--- src/xcorr_pkg.sv ---
// Shared widths, codes and the product rounding function of the cross-correlator.
package xcorr_pkg;

  // Field widths
  localparam int SAMPLE_W = 32;
  localparam int OPCODE_W = 2;
  localparam int FRAC_W   = 5;
  localparam int LAG_W    = 6;
  localparam int STATUS_W = 2;

  // Default store depth
  localparam int MAX_LEN_DEF = 32;

  // Register reset value
  localparam logic [FRAC_W-1:0] FRAC_RESET = 5'd31;

  // Command codes
  localparam logic [OPCODE_W-1:0] OP_LOAD_A = 2'd0;
  localparam logic [OPCODE_W-1:0] OP_LOAD_B = 2'd1;
  localparam logic [OPCODE_W-1:0] OP_RUN    = 2'd2;

  // Result status codes
  localparam logic [STATUS_W-1:0] ST_OK      = 2'd0;
  localparam logic [STATUS_W-1:0] ST_EMPTY   = 2'd1;
  localparam logic [STATUS_W-1:0] ST_DROPPED = 2'd2;

  // Round a product: shift right by frac_bits-1 (by zero when frac_bits is zero), add one, shift right by one.
  function automatic logic [SAMPLE_W-1:0] round_product(
    input logic [SAMPLE_W-1:0] prod,
    input logic [FRAC_W-1:0]   frac_bits
  );
    logic [FRAC_W-1:0]   sh;
    logic [SAMPLE_W-1:0] t;
    sh = (frac_bits == '0) ? '0 : frac_bits - FRAC_W'(1);
    t  = SAMPLE_W'($signed(prod) >>> sh) + SAMPLE_W'(1);
    return SAMPLE_W'($signed(t) >>> 1);
  endfunction

endpackage

--- src/xcorr_ifs.sv ---
// Valid/ready channel interfaces for commands and correlation results.
interface xcorr_cmd_if;
  logic                                 valid;
  logic                                 ready;
  logic [xcorr_pkg::OPCODE_W-1:0]       opcode;
  logic signed [xcorr_pkg::SAMPLE_W-1:0] sample;

  modport source (output valid, output opcode, output sample, input ready);
  modport sink   (input valid, input opcode, input sample, output ready);
endinterface

interface xcorr_res_if;
  logic                                 valid;
  logic                                 ready;
  logic signed [xcorr_pkg::SAMPLE_W-1:0] corr_value;
  logic [xcorr_pkg::LAG_W-1:0]          lag_index;
  logic                                 last_flag;
  logic [xcorr_pkg::STATUS_W-1:0]       status;

  modport source (output valid, output corr_value, output lag_index, output last_flag,
                  output status, input ready);
  modport sink   (input valid, input corr_value, input lag_index, input last_flag,
                  input status, output ready);
endinterface

--- src/xcorr_ram.sv ---
// Generic single-write, single-read RAM with registered read data.
module xcorr_ram #(
  parameter int WIDTH = 32,
  parameter int DEPTH = 32
) (
  input  logic                     clk,
  input  logic                     we,
  input  logic [$clog2(DEPTH)-1:0] waddr,
  input  logic [WIDTH-1:0]         wdata,
  input  logic [$clog2(DEPTH)-1:0] raddr,
  output logic [WIDTH-1:0]         rdata
);

  logic [WIDTH-1:0] mem [DEPTH];

  // Write port and registered read port
  always_ff @(posedge clk) begin
    if (we) begin
      mem[waddr] <= wdata;
    end
    rdata <= mem[raddr];
  end

endmodule

--- src/fixed_point_cross_correlation.sv ---
// Top level of the fixed-point full cross-correlator.
//
// Loads (opcode 0 into A, opcode 1 into B) produce no result; a load into a
// full store is dropped and the next run reports status 2. A run (opcode 2)
// computes Na+Nb-1 lags with one shared 32x32 multiplier and one accumulator
// under a small sequencer: each product passes through a store read, a multiply
// and a round-and-accumulate state, and each lag adds a setup state and the
// result transfer; a stalled result channel holds the sequencer. The command
// channel is not ready during a run. A run with an empty vector returns a
// single status 1 result. frac_bits is written through cfg_we/cfg_wdata and
// resets to 31; the user must write it only while the block is idle (unchecked).
module fixed_point_cross_correlation #(
  parameter int MAX_LEN = xcorr_pkg::MAX_LEN_DEF
) (
  input  logic                         clk,
  input  logic                         rst,
  input  logic                         cfg_we,
  input  logic [xcorr_pkg::FRAC_W-1:0] cfg_wdata,
  xcorr_cmd_if.sink                    cmd,
  xcorr_res_if.source                  result
);

  localparam int ADDR_W = $clog2(MAX_LEN);
  localparam int CNT_W  = $clog2(MAX_LEN + 1);
  localparam int SW     = xcorr_pkg::SAMPLE_W;
  localparam int LW     = xcorr_pkg::LAG_W;

  typedef enum logic [2:0] {
    S_IDLE,
    S_SETUP,
    S_READ,
    S_MUL,
    S_ACC,
    S_OUT
  } state_t;

  state_t                     state;
  logic [xcorr_pkg::FRAC_W-1:0] frac_bits;
  logic [CNT_W-1:0]           count_a;
  logic [CNT_W-1:0]           count_b;
  logic                       dropped_flag;
  logic [CNT_W-1:0]           run_na;
  logic [CNT_W-1:0]           run_nb;
  logic [xcorr_pkg::STATUS_W-1:0] run_status;
  logic [LW-1:0]              lag;
  logic [LW-1:0]              last_lag;
  logic [ADDR_W-1:0]          k;
  logic [ADDR_W-1:0]          k_end;
  logic [ADDR_W-1:0]          b_idx;
  logic [SW-1:0]              prod;
  logic [SW-1:0]              acc;
  logic [SW-1:0]              res_value;
  logic [LW-1:0]              res_lag;
  logic                       res_last;
  logic [xcorr_pkg::STATUS_W-1:0] res_status;

  logic          cmd_xfer;
  logic          res_xfer;
  logic          we_a;
  logic          we_b;
  logic [SW-1:0] rd_a;
  logic [SW-1:0] rd_b;
  logic [LW:0]   lag_plus;
  logic [LW:0]   nb_ext;
  logic [LW:0]   na_ext;
  logic [SW-1:0] acc_next;

  assign cmd_xfer = cmd.valid && cmd.ready;
  assign res_xfer = result.valid && result.ready;
  assign cmd.ready    = (state == S_IDLE);
  assign result.valid = (state == S_OUT);

  assign result.corr_value = $signed(res_value);
  assign result.lag_index  = res_lag;
  assign result.last_flag  = res_last;
  assign result.status     = res_status;

  // Store writes on accepted loads that still fit
  assign we_a = cmd_xfer && (cmd.opcode == xcorr_pkg::OP_LOAD_A) &&
                (count_a < CNT_W'(MAX_LEN));
  assign we_b = cmd_xfer && (cmd.opcode == xcorr_pkg::OP_LOAD_B) &&
                (count_b < CNT_W'(MAX_LEN));

  xcorr_ram #(.WIDTH(SW), .DEPTH(MAX_LEN)) u_store_a (
    .clk   (clk),
    .we    (we_a),
    .waddr (count_a[ADDR_W-1:0]),
    .wdata (cmd.sample),
    .raddr (k),
    .rdata (rd_a)
  );

  xcorr_ram #(.WIDTH(SW), .DEPTH(MAX_LEN)) u_store_b (
    .clk   (clk),
    .we    (we_b),
    .waddr (count_b[ADDR_W-1:0]),
    .wdata (cmd.sample),
    .raddr (b_idx),
    .rdata (rd_b)
  );

  // Lag window bounds
  assign lag_plus = {1'b0, lag} + (LW + 1)'(1);
  assign nb_ext   = (LW + 1)'(run_nb);
  assign na_ext   = (LW + 1)'(run_na);
  assign acc_next = acc + xcorr_pkg::round_product(prod, frac_bits);

  // Configuration register
  always_ff @(posedge clk) begin
    if (rst) begin
      frac_bits <= xcorr_pkg::FRAC_RESET;
    end else if (cfg_we) begin
      frac_bits <= cfg_wdata;
    end
  end

  // Sequencer, counts and result registers
  always_ff @(posedge clk) begin
    if (rst) begin
      state        <= S_IDLE;
      count_a      <= '0;
      count_b      <= '0;
      dropped_flag <= 1'b0;
    end else begin
      case (state)
        S_IDLE: begin
          if (cmd_xfer) begin
            case (cmd.opcode)
              xcorr_pkg::OP_LOAD_A: begin
                if (we_a) count_a <= count_a + CNT_W'(1);
                else dropped_flag <= 1'b1;
              end
              xcorr_pkg::OP_LOAD_B: begin
                if (we_b) count_b <= count_b + CNT_W'(1);
                else dropped_flag <= 1'b1;
              end
              xcorr_pkg::OP_RUN: begin
                count_a      <= '0;
                count_b      <= '0;
                dropped_flag <= 1'b0;
                run_na       <= count_a;
                run_nb       <= count_b;
                run_status   <= dropped_flag ? xcorr_pkg::ST_DROPPED : xcorr_pkg::ST_OK;
                lag          <= '0;
                last_lag     <= LW'((CNT_W + 1)'(count_a) + (CNT_W + 1)'(count_b) -
                                    (CNT_W + 1)'(2));
                if (count_a == '0 || count_b == '0) begin
                  res_value  <= '0;
                  res_lag    <= '0;
                  res_last   <= 1'b1;
                  res_status <= xcorr_pkg::ST_EMPTY;
                  state      <= S_OUT;
                end else begin
                  state <= S_SETUP;
                end
              end
              default: begin
              end
            endcase
          end
        end
        S_SETUP: begin
          // first term of this lag and the last A index it uses
          acc <= '0;
          if (lag_plus >= nb_ext) begin
            k     <= ADDR_W'(lag_plus - nb_ext);
            b_idx <= '0;
          end else begin
            k     <= '0;
            b_idx <= ADDR_W'(nb_ext - lag_plus);
          end
          if ({1'b0, lag} < na_ext) k_end <= lag[ADDR_W-1:0];
          else k_end <= ADDR_W'(run_na - CNT_W'(1));
          state <= S_READ;
        end
        S_READ: begin
          state <= S_MUL;
        end
        S_MUL: begin
          prod  <= rd_a * rd_b;
          state <= S_ACC;
        end
        S_ACC: begin
          if (k == k_end) begin
            res_value  <= acc_next;
            res_lag    <= lag;
            res_last   <= (lag == last_lag);
            res_status <= run_status;
            state      <= S_OUT;
          end else begin
            acc   <= acc_next;
            k     <= k + ADDR_W'(1);
            b_idx <= b_idx + ADDR_W'(1);
            state <= S_READ;
          end
        end
        S_OUT: begin
          if (res_xfer) begin
            if (res_last) begin
              state <= S_IDLE;
            end else begin
              lag   <= lag + LW'(1);
              state <= S_SETUP;
            end
          end
        end
        default: begin
          state <= S_IDLE;
        end
      endcase
    end
  end

endmodule
--- src/flat_wrapper.sv ---
// flat-port wrapper written by rule: the top's interface ports become plain ports
module fixed_point_cross_correlation_flat 
#(
  parameter int MAX_LEN = xcorr_pkg::MAX_LEN_DEF
)
  (clk, rst, cfg_we, cfg_wdata, cmd_valid, cmd_opcode, cmd_sample, cmd_ready, result_valid, result_corr_value, result_lag_index, result_last_flag, result_status, result_ready);
  xcorr_cmd_if cmd_i ();
  xcorr_res_if result_i ();
  input  logic clk;
  input  logic rst;
  input  logic cfg_we;
  input  logic [xcorr_pkg::FRAC_W-1:0] cfg_wdata;
  input wire logic [$bits(cmd_i.valid)-1:0] cmd_valid;
  input wire logic [$bits(cmd_i.opcode)-1:0] cmd_opcode;
  input wire logic [$bits(cmd_i.sample)-1:0] cmd_sample;
  output wire logic [$bits(cmd_i.ready)-1:0] cmd_ready;
  output wire logic [$bits(result_i.valid)-1:0] result_valid;
  output wire logic [$bits(result_i.corr_value)-1:0] result_corr_value;
  output wire logic [$bits(result_i.lag_index)-1:0] result_lag_index;
  output wire logic [$bits(result_i.last_flag)-1:0] result_last_flag;
  output wire logic [$bits(result_i.status)-1:0] result_status;
  input wire logic [$bits(result_i.ready)-1:0] result_ready;
  assign cmd_i.valid = cmd_valid;
  assign cmd_i.opcode = cmd_opcode;
  assign cmd_i.sample = cmd_sample;
  assign cmd_ready = cmd_i.ready;
  assign result_valid = result_i.valid;
  assign result_corr_value = result_i.corr_value;
  assign result_lag_index = result_i.lag_index;
  assign result_last_flag = result_i.last_flag;
  assign result_status = result_i.status;
  assign result_i.ready = result_ready;
  fixed_point_cross_correlation #(.MAX_LEN(MAX_LEN)) u_core (.clk(clk), .rst(rst), .cfg_we(cfg_we), .cfg_wdata(cfg_wdata), .cmd(cmd_i), .result(result_i));
endmodule
--- config.mk ---
export PLATFORM = sky130hd
export DESIGN_NAME = fixed_point_cross_correlation_flat
export DESIGN_NICKNAME = d
export VERILOG_FILES = /design/src/xcorr_pkg.sv /design/src/xcorr_ifs.sv /design/src/xcorr_ram.sv /design/src/fixed_point_cross_correlation.sv /design/src/flat_wrapper.sv
export SDC_FILE = /design/constraint.sdc
export NUM_CORES = 2
export LEC_CHECK = 0
export CORE_ASPECT_RATIO = 1.2
export CORE_UTILIZATION = 35
export DETAILED_ROUTE_END_ITERATION = 8
export DONT_BUFFER_PORTS = 1
export SLEW_MARGIN = 5
export SYNTH_ARGS = -nofsm -noshare
export SYNTH_HDL_FRONTEND = slang
export SYNTH_SLANG_ARGS = --single-unit
--- constraint.sdc ---
create_clock -name clk -period 9.1 [get_ports clk]
set_input_delay 0 -clock clk [delete_from_list [all_inputs] [get_ports clk]]
set_output_delay 0 -clock clk [all_outputs]
set_load 0.01 [all_outputs]
==> run_results.csv <==
group,metric,value,unit
sta,fin_crit_sh,89.97,%
floorplanning,start_util,35.17,%
route,dr_total_vias,54330,
min_path,min_path_type,"in2reg",
sta,relSlewSlack,22.33,%
synth,synth_area,0.1061,mm²
critical_path,cp_data_arrival_time,8790,ps
route,drtPass1Iterations,5,
sta,drv_slew,0,
sta,rsz0062_at_grt,"false",
clock_tree,clk_pin_slew_worst_paths,80,ps
critical_path,reg2reg_setup_slack,910,ps
route,drt_iter0_markers,4960,
synth,ys_top_cells_by_count,"edfxtp_1, mux4_2, inv_1",
synth,ys_seq_area_share,63.67,%
placement,portBuffers,0,
floorplanning,die_y,605.1,µm
critical_path,start_kind,"register",
floorplanning,core_area,0.3017,mm²
synth,synth_most_common_cell,"edfxtp_1",
finish,area_delta_synth_final,13.41,%
placement,hpwlAfterDp,161.6,mm
route,drt_wl_total,277.6,mm
finish,n_fill_cell,26850,
synth,synthArstFlopShare,0,%
job,max-cap-violations,0,
global_routing,grt.total_usage,18.08,%
global_routing,grt_overflow,0,
synth,netlist_instances,5970,
clock_tree,clockRootBuffer,"clkbuf_16",
floorplanning,die_w,504.6,µm
route,avgViaCountPerCell,5.260,
sta,skew,79.52,ps
critical_path,crit_path_max_fanout,30,
clock_tree,clk_path_buf_depth,4,
synth,synth_top_area_share,62.07,%
synth,synth_top_area_cell,"edfxtp_1",
sta,setup-tns-final,0,ps
route,drtAntennaViolNets,0,
synth,synth-edff-count,2193,
status,outcome,"finished, final reports clean",
global_routing,first_global_vias,57290,
critical_path,criticalPathCategory,"reg2reg",
synth,syn_area_per_cell,17.77,µm²
finish,layout-drive-gt1-share,20.75,%
sta,fin_crit,8188,ps
critical_path,required,9710,ps
clock_tree,cts.htree.levels,4,
synth,synth_area_leaders,"edfxtp_1, mux4_2, fa_1",
floorplanning,die_area,0.3054,mm²
synth,syn_nets,6621,
finish,nets,6774,
floorplanning,ios,87,
floorplanning,rows,221,
clock_tree,cts_tree,"built",
sta,fmax,0.1221,GHz
sta,setup_viol,0,
synth,yosysWarnings,0,
global_routing,grt_max_degree,136,
placement,routabilityCongestion,0.8918,
sta,finalHoldViolations,0,
clock_tree,insertion_delay,870,ps
sta,tightestPinTransition,1136,ps
route,wire_per_inst,26.88,µm
clock_tree,cts_setup_buffers,0,
global_routing,grt_pass1_wl,402.0,mm
clock_tree,cts_buffers,227,
synth,synth_flop_cell,"edfxtp_1",
synth,yosys.cell_types.count,86,
route,drc_errors,0,
synth,synth_seq_cells,2278,
clock_tree,cts.sinks,2278,
global_routing,antenna_found_initial,16,
clock_tree,post_cts_resized,0,
critical_path,critPathCaptureType,"register",
final timing paths:
| check | startpoint | endpoint | cells past startpoint |
|---|---|---|---|
| setup reg to reg | u_core.u_store_b.rdata[2] | u_core.prod[31] | 23 |
| setup / recovery | u_core.u_store_b.rdata[2] | u_core.prod[31] | 23 |
| hold reg to reg | u_core.dropped_flag | u_core.run_status[1] | 0 |
| hold / removal | rst | u_core.dropped_flag | 2 |
critical path: stages (launching register included):
cell      delay, ps
dfxtp_1        1010
and2_1          270
fa_1            400
inv_1            80
fa_1            420
fa_1            520
fa_1            560
inv_1            60
fa_1            490
fa_1            570
fa_1            430
fa_1            440
ha_1            350
a21o_1          180
a21o_1          170
a21oi_1         280
or4b_2          610
o21ai_0         190
buf_4           170
o21ai_0         210
nand4_1         160
nand3b_1         80
a21oi_1         180
xnor2_1          80
routing by layer:
layer	up-vias	track usage, %	wire length, µm
met4	0	5.967	9216
met5	-	0	0
met1	29280	22.71	109700
met2	1608	32.21	144800
li1	23040	-	-
met3	403	2.221	13910
per-stage QoR:
stage | utilization (%) | setup slack (ps) | instance area, µm² | cells | hold slack, ps
2_1_floorplan | - | 1745 | 106100 | 5970 | 98.87
3_3_place_gp | 37.00 | 1087 | 111600 | 9820 | 80.18
3_5_place_dp | 37.00 | 949.8 | 111600 | 9820 | 81.22
4_1_cts | 39.88 | 953.8 | 120300 | 10320 | 11.89
5_1_grt | 39.88 | 628.2 | 120300 | 10320 | 84.85
6_report | 39.88 | 912.3 | 120300 | 10330 | 85.27
cell usage in the layout, fill, tap and decap left out, types with 11 or more instances in the layout:
| master | n |
|---|---|
| buf_16 | 32 |
| clkbuf_1 | 40 |
| fa_1 | 412 |
| clkinv_1 | 49 |
| bufinv_16 | 21 |
| xnor2_1 | 131 |
| clkbuf_16 | 228 |
| nor2b_1 | 25 |
| inv_1 | 444 |
| a21o_1 | 38 |
| a2111oi_0 | 14 |
| mux2_2 | 70 |
| xor2_1 | 47 |
| o22ai_1 | 18 |
| nor2_1 | 124 |
| and2_1 | 347 |
| dlygate4sd3_1 | 56 |
| edfxtp_1 | 2193 |
| nand3_1 | 52 |
| nand4_1 | 15 |
| a21oi_1 | 87 |
| o211ai_1 | 15 |
| buf_4 | 126 |
| nor2_4 | 64 |
| a211oi_1 | 18 |
| nand2_1 | 287 |
| clkinv_2 | 45 |
| nand2b_1 | 23 |
| dfxtp_1 | 85 |
| o21ai_0 | 78 |
| a31oi_1 | 11 |
| nor3_1 | 36 |
| mux4_2 | 644 |
| ha_1 | 194 |
| mux2i_1 | 22 |
cell type report:
class	instances	area, µm²	share of cell area [%]
Clock inverter	140	1310	1.089
Antenna cell	6	15.01	0.01248
Inverter	448	1682	1.398
Sequential cell	2278	67550	56.14
Clock buffer	274	5938	4.935
Timing Repair Buffer	224	2587	2.150
Tap cell	4014	5022	4.174
Multi-Input combinational cell	2944	36210	30.10
sequential cells by signal (all words and copies together), names as in the netlist, 6 cells and up:
register	cells
u_core.acc	32
u_core.count_a	6
u_core.count_b	6
u_core.lag	6
u_core.last_lag	6
u_core.prod	32
u_core.result.corr_value	32
u_core.result.lag_index	6
u_core.run_na	6
u_core.run_nb	6
u_core.u_store_a.mem	1024
u_core.u_store_a.rdata	32
u_core.u_store_b.mem	1024
u_core.u_store_b.rdata	32
kinds of logic (layout without fill, tap and decap cells):
group                      Yosys count  in the layout  share of synthesized area (%)
other                                0              6                              0
adders and majority gates          607            607                          10.07
muxes                              736            736                          14.62
AOI/OAI and AO/OA                  382            382                          2.434
xor gates and xnor gates           179            179                          1.491
buffers and inverters              748           1086                          2.691
and+or+nand+nor                   1040           1040                          5.018
DFF                               2278           2278                          63.67
timing repair:
| action | in CTS | in global routing |
|---|---|---|
| endpoints found under the hold margin | 2214 | 0 |
| endpoints found under the setup margin | 0 | 0 |
| hold buffers | 88 | 0 |
Power is left out: the tool's default activity adds up to more than one toggle a clock period on the data nets, which glitch-free logic cannot reach.
